## config.mk

```make
export PLATFORM = sky130hd
export DESIGN_NAME = ewma_ratio_anomaly_detector_core
export DESIGN_NICKNAME = d
export VERILOG_FILES = /design/src/rtl/core/ewmad_pkg.sv /design/src/rtl/core/ewma_ratio_anomaly_detector_core.sv
export SDC_FILE = /design/constraint.sdc
export NUM_CORES = 2
export LEC_CHECK = 0
export BUFFER_PORTS_ARGS = -buffer_cell sky130_fd_sc_hd__buf_4
export CAP_MARGIN = 20
export CORE_ASPECT_RATIO = 1.1
export CORE_MARGIN = 4
export CORE_UTILIZATION = 65
export CTS_BUF_LIST = sky130_fd_sc_hd__clkbuf_8
export DETAILED_ROUTE_END_ITERATION = 8
export PLACE_DENSITY = 0.84
export REMOVE_ABC_BUFFERS = 1
export SETUP_SLACK_MARGIN = 0.1
export SLEW_MARGIN = 20
export SYNTH_ARGS = -nofsm -noshare
export SYNTH_HDL_FRONTEND = slang
export SYNTH_SLANG_ARGS = --single-unit
```

## constraint.sdc

```tcl
create_clock -name clk -period 48.7 [get_ports clk]
set_clock_uncertainty 0.2 [all_clocks]
set_input_delay 7.305 -clock clk [delete_from_list [all_inputs] [get_ports clk]]
set_output_delay 7.305 -clock clk [all_outputs]
set_load 0.1 [all_outputs]
```

## src/rtl/core/ewmad_pkg.sv

```systemverilog
// Package with the request types, register indexes and constants of the EWMA ratio detector.
`default_nettype none

package ewmad_pkg;

	// Input request: channel selector, Q24.8 sample and nanosecond timestamp.
	typedef struct packed {
		logic        action;
		logic [31:0] sample_value;
		logic [63:0] timestamp_ns;
	} ewmad_sample_t;

	// Output request: kind of anomaly, Q8.16 ratio, triggering sample and its time.
	typedef struct packed {
		logic        anomaly_kind;
		logic [23:0] ratio;
		logic [31:0] observed_value;
		logic [63:0] event_time_ns;
	} ewmad_anomaly_t;

	// Configuration port geometry.
	localparam int REG_IDX_W = 3;
	localparam int CFG_W     = 32;

	// Register indexes.
	localparam logic [REG_IDX_W-1:0] REG_THR_ALPHA     = 3'd0;
	localparam logic [REG_IDX_W-1:0] REG_LAT_ALPHA     = 3'd1;
	localparam logic [REG_IDX_W-1:0] REG_DROP_TRIGGER  = 3'd2;
	localparam logic [REG_IDX_W-1:0] REG_SPIKE_TRIGGER = 3'd3;
	localparam logic [REG_IDX_W-1:0] REG_REFRACTORY_MS = 3'd4;

	// Register reset values.
	localparam logic [15:0] RST_ALPHA         = 16'd6554;
	localparam logic [23:0] RST_DROP_TRIGGER  = 24'd32768;
	localparam logic [23:0] RST_SPIKE_TRIGGER = 24'd131072;
	localparam logic [31:0] RST_REFRACTORY_MS = 32'd1000;

	// Alpha clamp limits in Q0.16 (0.01 and 0.9).
	localparam logic [15:0] ALPHA_MIN = 16'd655;
	localparam logic [15:0] ALPHA_MAX = 16'd58982;

	// Refractory scaling and ratio limit.
	localparam int          REFR_NS_W   = 52;
	localparam logic [19:0] NS_PER_MS   = 20'd1000000;
	localparam logic [REFR_NS_W-1:0] RST_REFR_NS = 52'd1000000000;
	localparam logic [23:0] RATIO_MAX   = 24'hFFFFFF;

	// Serial step counts: one alpha bit per blend step, one quotient bit per divide step.
	localparam int BLEND_STEPS = 16;
	localparam int DIV_STEPS   = 24;

	// Channel codes.
	localparam logic CH_THROUGHPUT = 1'b0;
	localparam logic CH_LATENCY    = 1'b1;

endpackage

`default_nettype wire

```

## src/rtl/core/ewma_ratio_anomaly_detector_core.sv

```systemverilog
// Two-channel EWMA baseline ratio anomaly detector with bit-serial blend and divide.
//
// Usage: requests enter on the sample channel (sample_valid, sample_stall, sample) and
// anomaly reports leave on the anomaly channel (anomaly_valid, anomaly_stall, anomaly).
// A request is taken at a clock edge with valid high and stall low.
// The first sample of each channel only seeds its baseline and leaves sample_stall low.
// Every later sample keeps sample_stall high while it passes through the blend steps of
// a bit-serial multiply-accumulate that forms the new baseline (one alpha bit per cycle),
// the baseline update and saturation check states, the steps of a restoring divider (one
// quotient bit per cycle) and the decision state. A saturating ratio skips the divider.
// One sample is in work at a time. A report lands in an output register, so the next
// sample is taken while the report still waits; only a second report that finds the
// output register full waits in the decision state until the receiver drops anomaly_stall.
// Configuration registers are written through cfg_we, cfg_index and cfg_wdata; the
// user must write them only while the block is idle, which the block does not enforce.
// Reset (arst_n low) restores the register defaults, unprimes both channels, clears
// baselines and last flag times, and empties the output register.
`default_nettype none

module ewma_ratio_anomaly_detector_core
	import ewmad_pkg::*;
#(
	parameter int VALUE_WIDTH = 32
) (
	input  wire logic                 clk,
	input  wire logic                 arst_n,
	input  wire logic                 sample_valid,
	output logic                      sample_stall,
	input  wire ewmad_sample_t        sample,
	output logic                      anomaly_valid,
	input  wire logic                 anomaly_stall,
	output ewmad_anomaly_t            anomaly,
	input  wire logic                 cfg_we,
	input  wire logic [REG_IDX_W-1:0] cfg_index,
	input  wire logic [CFG_W-1:0]     cfg_wdata
);

	// Sample width in use: the field is 32 bits, further masked to the value width.
	localparam int SW    = (VALUE_WIDTH < 32) ? VALUE_WIDTH : 32;
	localparam int CNT_W = $clog2(DIV_STEPS);

	localparam logic [2:0] ST_IDLE   = 3'd0;
	localparam logic [2:0] ST_BLEND  = 3'd1;
	localparam logic [2:0] ST_UPDATE = 3'd2;
	localparam logic [2:0] ST_CHECK  = 3'd3;
	localparam logic [2:0] ST_DIV    = 3'd4;
	localparam logic [2:0] ST_DECIDE = 3'd5;

	// Configuration registers.
	logic [15:0]          thr_alpha_q;
	logic [15:0]          lat_alpha_q;
	logic [23:0]          drop_trig_q;
	logic [23:0]          spike_trig_q;
	logic [31:0]          refr_ms_q;
	logic [REFR_NS_W-1:0] refr_ns_q;

	// Channel state.
	logic [SW-1:0] thr_base_q;
	logic [SW-1:0] lat_base_q;
	logic          thr_primed_q;
	logic          lat_primed_q;
	logic [63:0]   last_drop_q;
	logic [63:0]   last_spike_q;

	// Working registers of the item in flight.
	logic [2:0]       state_q;
	logic [CNT_W-1:0] cnt_q;
	logic             ch_q;
	logic [SW-1:0]    smp_q;
	logic [63:0]      ts_q;
	logic [SW-1:0]    old_base_q;
	logic [15:0]      a_sr_q;
	logic [15:0]      w_sr_q;
	logic [SW:0]      acc_q;
	logic [SW-1:0]    den_q;
	logic [SW-1:0]    rem_q;
	logic [23:0]      num_sr_q;
	logic [23:0]      quo_q;
	logic             sat_q;
	logic [63:0]      diff_q;
	logic             hold_q;

	// Output register.
	logic           out_valid_q;
	ewmad_anomaly_t out_q;

	// Combinational helpers.
	logic            accept;
	logic            sel_primed;
	logic [SW-1:0]   sel_base;
	logic [63:0]     sel_last;
	logic [15:0]     sel_alpha;
	logic [15:0]     alpha_cl;
	logic [SW+1:0]   blend_sum;
	logic [SW:0]     div_trial;
	logic            div_ge;
	logic            inexact;
	logic            flag;
	logic            out_free;
	logic            emit;
	logic [SW-1:0]   new_base;

	assign accept       = sample_valid && !sample_stall;
	assign sample_stall = (state_q != ST_IDLE);

	// Per-channel selection at the time a request is taken.
	always_comb begin
		if (sample.action == CH_LATENCY) begin
			sel_primed = lat_primed_q;
			sel_base   = lat_base_q;
			sel_last   = last_spike_q;
			sel_alpha  = lat_alpha_q;
		end else begin
			sel_primed = thr_primed_q;
			sel_base   = thr_base_q;
			sel_last   = last_drop_q;
			sel_alpha  = thr_alpha_q;
		end
	end

	// Clamp alpha to the usable range.
	always_comb begin
		if (sel_alpha < ALPHA_MIN) begin
			alpha_cl = ALPHA_MIN;
		end else if (sel_alpha > ALPHA_MAX) begin
			alpha_cl = ALPHA_MAX;
		end else begin
			alpha_cl = sel_alpha;
		end
	end

	// One blend step, LSB first: add the weighted terms and, on the last step, the rounding bit, halve.
	assign blend_sum = {1'b0, acc_q}
		+ (a_sr_q[0] ? (SW+2)'(smp_q) : '0)
		+ (w_sr_q[0] ? (SW+2)'(old_base_q) : '0)
		+ (SW+2)'(cnt_q == CNT_W'(BLEND_STEPS - 1));

	// The blended value never exceeds the larger of sample and old baseline.
	assign new_base = acc_q[SW-1:0];

	// One restoring divide step.
	assign div_trial = {rem_q, num_sr_q[23]};
	assign div_ge    = (div_trial >= {1'b0, den_q});

	// Flag decision on the exact quotient.
	assign inexact = (rem_q != '0);
	always_comb begin
		if (ch_q == CH_LATENCY) begin
			flag = sat_q || (quo_q > spike_trig_q) || ((quo_q == spike_trig_q) && inexact);
		end else begin
			flag = !sat_q && (quo_q < drop_trig_q);
		end
	end

	assign out_free = !out_valid_q || !anomaly_stall;
	assign emit     = (state_q == ST_DECIDE) && flag && !hold_q && out_free;

	// Configuration writes and the refractory interval in nanoseconds.
	always_ff @(posedge clk or negedge arst_n) begin
		if (!arst_n) begin
			thr_alpha_q  <= RST_ALPHA;
			lat_alpha_q  <= RST_ALPHA;
			drop_trig_q  <= RST_DROP_TRIGGER;
			spike_trig_q <= RST_SPIKE_TRIGGER;
			refr_ms_q    <= RST_REFRACTORY_MS;
			refr_ns_q    <= RST_REFR_NS;
		end else begin
			refr_ns_q <= REFR_NS_W'(refr_ms_q) * REFR_NS_W'(NS_PER_MS);
			if (cfg_we) begin
				case (cfg_index)
					REG_THR_ALPHA:     thr_alpha_q  <= cfg_wdata[15:0];
					REG_LAT_ALPHA:     lat_alpha_q  <= cfg_wdata[15:0];
					REG_DROP_TRIGGER:  drop_trig_q  <= cfg_wdata[23:0];
					REG_SPIKE_TRIGGER: spike_trig_q <= cfg_wdata[23:0];
					REG_REFRACTORY_MS: refr_ms_q    <= cfg_wdata[31:0];
					default: begin
					end
				endcase
			end
		end
	end

	// Sequencer with channel state.
	always_ff @(posedge clk or negedge arst_n) begin
		if (!arst_n) begin
			state_q      <= ST_IDLE;
			cnt_q        <= '0;
			thr_base_q   <= '0;
			lat_base_q   <= '0;
			thr_primed_q <= 1'b0;
			lat_primed_q <= 1'b0;
			last_drop_q  <= '0;
			last_spike_q <= '0;
		end else begin
			case (state_q)
				ST_IDLE: begin
					if (accept) begin
						if (!sel_primed) begin
							// First sample of a channel only seeds its baseline.
							if (sample.action == CH_LATENCY) begin
								lat_base_q   <= sample.sample_value[SW-1:0];
								lat_primed_q <= 1'b1;
							end else begin
								thr_base_q   <= sample.sample_value[SW-1:0];
								thr_primed_q <= 1'b1;
							end
						end else begin
							state_q <= ST_BLEND;
							cnt_q   <= '0;
						end
					end
				end
				ST_BLEND: begin
					cnt_q <= cnt_q + 1'b1;
					if (cnt_q == CNT_W'(BLEND_STEPS - 1)) begin
						state_q <= ST_UPDATE;
					end
				end
				ST_UPDATE: begin
					if (ch_q == CH_LATENCY) begin
						lat_base_q <= new_base;
					end else begin
						thr_base_q <= new_base;
					end
					state_q <= ST_CHECK;
				end
				ST_CHECK: begin
					cnt_q <= '0;
					if ((smp_q >> 8) >= den_q) begin
						state_q <= ST_DECIDE;
					end else begin
						state_q <= ST_DIV;
					end
				end
				ST_DIV: begin
					cnt_q <= cnt_q + 1'b1;
					if (cnt_q == CNT_W'(DIV_STEPS - 1)) begin
						state_q <= ST_DECIDE;
					end
				end
				ST_DECIDE: begin
					if (!flag || hold_q) begin
						state_q <= ST_IDLE;
					end else if (out_free) begin
						if (ch_q == CH_LATENCY) begin
							last_spike_q <= ts_q;
						end else begin
							last_drop_q <= ts_q;
						end
						state_q <= ST_IDLE;
					end
				end
				default: begin
					state_q <= ST_IDLE;
				end
			endcase
		end
	end

	// Datapath registers of the item in flight.
	always_ff @(posedge clk) begin
		case (state_q)
			ST_IDLE: begin
				ch_q       <= sample.action;
				smp_q      <= sample.sample_value[SW-1:0];
				ts_q       <= sample.timestamp_ns;
				old_base_q <= sel_base;
				a_sr_q     <= alpha_cl;
				w_sr_q     <= 16'(17'h10000 - {1'b0, alpha_cl});
				acc_q      <= '0;
				diff_q     <= sample.timestamp_ns - sel_last;
			end
			ST_BLEND: begin
				acc_q  <= blend_sum[SW+1:1];
				a_sr_q <= a_sr_q >> 1;
				w_sr_q <= w_sr_q >> 1;
			end
			ST_UPDATE: begin
				// Divisor is the baseline floored at 1.0.
				den_q  <= (new_base < SW'(256)) ? SW'(256) : new_base;
				hold_q <= (diff_q < 64'(refr_ns_q));
			end
			ST_CHECK: begin
				sat_q    <= ((smp_q >> 8) >= den_q);
				rem_q    <= smp_q >> 8;
				num_sr_q <= {smp_q[7:0], 16'h0000};
				quo_q    <= RATIO_MAX;
			end
			ST_DIV: begin
				num_sr_q <= num_sr_q << 1;
				quo_q    <= {quo_q[22:0], div_ge};
				if (div_ge) begin
					rem_q <= SW'(div_trial - {1'b0, den_q});
				end else begin
					rem_q <= div_trial[SW-1:0];
				end
			end
			default: begin
			end
		endcase
	end

	// Output register: holds a report until the receiver takes it.
	always_ff @(posedge clk or negedge arst_n) begin
		if (!arst_n) begin
			out_valid_q <= 1'b0;
		end else if (emit) begin
			out_valid_q <= 1'b1;
		end else if (out_valid_q && !anomaly_stall) begin
			out_valid_q <= 1'b0;
		end
	end

	always_ff @(posedge clk) begin
		if (emit) begin
			out_q.anomaly_kind   <= ch_q;
			out_q.ratio          <= quo_q;
			out_q.observed_value <= 32'(smp_q);
			out_q.event_time_ns  <= ts_q;
		end
	end

	assign anomaly_valid = out_valid_q;
	assign anomaly       = out_q;

endmodule

`default_nettype wire
```

==> flow_metrics.env <==
export IMPL_initial_utilization=0.655
export IMPL_core_area_um2=73000
export IMPL_clk_transition_reported_paths_ns=0.07
export IMPL_met1Wirelength_um=43700
export IMPL_fin_crit_ns=11.44
export IMPL_synth_enable_flop_cells=471
export IMPL_top_layer_used="met5"
export IMPL_antenna_found_initial=2
export IMPL_final_common_cell="edfxtp_1"
export IMPL_final_nets=5044
export IMPL_cts_setup_buffers=0
export IMPL_syn_avg_cell_area_um2=11.8
export IMPL_slowest_delay_ns=0.72
export IMPL_yosysUniqueCellTypes=95
export IMPL_cts_resized_gates=0
export IMPL_hold_viol=0
export IMPL_slew_headroom=0.296
export IMPL_async_reset_ff_frac=0.434
export IMPL_cts_root_buf="clkbuf_8"
export IMPL_synth_compound_area_share=0.107
export IMPL_numClockSinks=832
export IMPL_slowest_stage="buf_4"
export IMPL_grt_pass1_vias=33900
export IMPL_post_drt_via_cell_ratio=6.00
export IMPL_met3_length_um=6730
export IMPL_setup_worst_path_end_class="flip-flop"
export IMPL_whs_endpoint="anomaly[41]$_DFFE_PP_"
export IMPL_worst_r2r_endpoint="refr_ns_q[48]$_DFF_PN0_"
export IMPL_track_usage=0.294
export IMPL_status="finished, final reports clean"
export IMPL_min_from="ts_q[41]$_DFFE_PP_"
export IMPL_first_pass_iters=6
export IMPL_min_path_cells=0
export IMPL_synth_simple_area_share=0.0860
export IMPL_synthXorXnorAreaFrac=0.0297
export IMPL_design_die_area_um2=77900
export IMPL_cap_violations=0
export IMPL_period_share=0.235
export IMPL_wire_per_inst_um=20.8
export IMPL_tns_ns=0
export IMPL_cp_required_ns=49.04
export IMPL_clk_path_buf_depth=3
export IMPL_synth_warnings=0
export IMPL_post_dp_hpwl_um=81600
export IMPL_cts_tree="built"
export IMPL_drc=0
export IMPL_cp_top_family="simple AND/OR/NAND/NOR gates"
export IMPL_clkLatencyLatePin_ns=0.83
export IMPL_cts_made_buffers=133
export IMPL_synth_ff_latch_count=832
export IMPL_synth_area_leaders="edfxtp_1 30%, dfrtp_1 17%, ha_1 10%"
export IMPL_dr_wl_met2_um=57500
export IMPL_nFillCells=4892
export IMPL_wirelength_um=113000
export IMPL_ioPinCount=260
export IMPL_slew_violations=0
export IMPL_grt_pass1_wl_um=181000
export IMPL_crit_top_cell="a211oi_1"
export IMPL_final_cell_mix="471 x edfxtp_1, 418 x inv_1, 398 x ha_1, 326 x dfrtp_1, 285 x buf_4"
export IMPL_syn2layout_area_growth_pct=11.8
export IMPL_io_buffers=259
export IMPL_vias=32500
export IMPL_dieHeight_um=292
export IMPL_ant_nets=0
export IMPL_grt_max_degree=148
export IMPL_synthMuxAreaShare=0.0764
export IMPL_worstPathArrival_ns=11.78
export IMPL_hold_class="flip-flop to flip-flop"
export IMPL_synthesis_area_um2=47800
export IMPL_worst_path_buf_inv=3
export IMPL_cp_max_fo=57
export IMPL_fmax_mhz=87.4
export IMPL_reg2reg_depth=22
export IMPL_postCtsHoldBufs=0
export IMPL_std_cell_rows=104
export IMPL_ctsHtreeMaxLevel=4
export IMPL_place_congestion=0.928
export IMPL_drtIter0Drc=2434
export IMPL_syn_inst=4061
export IMPL_tightest_slew_ns=1.05
export IMPL_layout_drive_gt1_share=0.159
export IMPL_synth_top_family_by_area="adder cells"
export IMPL_r2r_slack_ns=41.88
export IMPL_synth_top_area_cell="edfxtp_1"
export IMPL_grt_ovfl_total=0
export IMPL_crit_chain="buf_6 > buf_4 > nor3b_1 > o211ai_1 > a211oi_1 > a211oi_1 > o21ai_1 > buf_4 > nand2b_1 > a211oi_1 > ha_1 > nand2_1 > or2_2 > nor3_1 > nand4b_1 > xor2_1 > o21ai_1"
export IMPL_seq_area_frac_synth=0.486
export IMPL_setup_violations=0
export IMPL_rsz0062_at_grt="false"
export IMPL_yosysTopAreaCellShare=0.296
export IMPL_yosys_area_share_adder=0.175
export IMPL_cp_start_kind="input port"
export IMPL_die_w_um=267
export IMPL_worstReg2RegStart="refr_ms_q[9]$_DFFE_PN1P_"
export IMPL_synth_ff_type="edfxtp_1"
export IMPL_timing_worst_setup_path_type="input port to flip-flop"
[flip-flops by register name, summed over array words and instances, names as in the netlist, 32 cells and up]
register and count:
lat_base_q 32, last_spike_q 64, old_base_q 32, diff_q 58, refr_ms_q 32, thr_base_q 32, ts_q 64, smp_q 32
anomaly 121, rem_q 32, refr_ns_q 46, den_q 32, last_drop_q 64, acc_q 33
[Yosys cell counts, types with 41 or more instances]
cell type	n
edfxtp_1	471
ha_1	398
inv_1	351
dfrtp_1	326
a21oi_1	281
nor2_1	236
nand2_1	234
fa_1	169
mux2_2	156
a21o_1	142
o21ai_0	139
clkbuf_1	114
mux2i_1	114
xnor2_1	97
and2_1	72
mux2_1	67
xor2_1	65
nand2b_1	60
nor2b_1	44
o21ai_1	44
nand3_1	42
nand4_1	41
nor3_1	41
[worst max-delay path by stage]
stage                                       from              endpoint  cells after the start
final                                 sample[96]  w_sr_q[14]$_DFFE_PP_                     17
after CTS                             sample[96]  w_sr_q[14]$_DFFE_PP_                     17
after global placement                sample[96]  w_sr_q[14]$_DFFE_PP_                     17
after detailed placement              sample[96]  w_sr_q[14]$_DFFE_PP_                     17
after global routing                  sample[96]  w_sr_q[14]$_DFFE_PP_                     17
after floorplan           state_q[0]$_DFFE_PN0P_          sample_stall                      2
[logic make-up after synthesis]
| group | after synthesis |
|---|---|
| compound gates | 813 |
| xor+xnor | 162 |
| fa+ha+maj | 567 |
| buf+inv | 499 |
| flops | 832 |
| mux | 337 |
| simple gates | 851 |
[cell type report]
| cell class | count | area, um^2 | share of cell area |
|---|---|---|---|
| clock buffer | 146 | 2010 | 0.0376 |
| tap | 954 | 1190 | 0.0223 |
| clock inverter | 101 | 664 | 0.0124 |
| timing repair buffer | 290 | 2220 | 0.0415 |
| multi-input combinational | 2730 | 22800 | 0.427 |
| antenna | 2 | 5.00 | 0.0000937 |
| sequential | 832 | 23200 | 0.435 |
| inverter | 353 | 1330 | 0.0248 |
[per-layer routing]
metal,vias to the layer above,GRT usage
li1,15000,-
met1,16100,0.363
met2,1090,0.514
met3,273,0.0503
met4,2,0.124
met5,-,0
[per-stage QoR]
step,hold WS [ns],setup slack (ns),instance area [um^2],utilization,std cells
6_report,0.278,37.26,53400,0.732,5408
4_1_cts,0.278,37.36,53400,0.732,5406
3_5_place_dp,0.259,36.53,50700,0.695,5159
3_3_place_gp,0.256,36.63,50700,0.695,5159
2_1_floorplan,0.232,22.31,47200,-,3915
5_1_grt,0.284,36.95,53400,0.732,5408
Power is left out: the tool's default activity adds up to more than one toggle a clock period on the data nets, which glitch-free logic cannot reach.
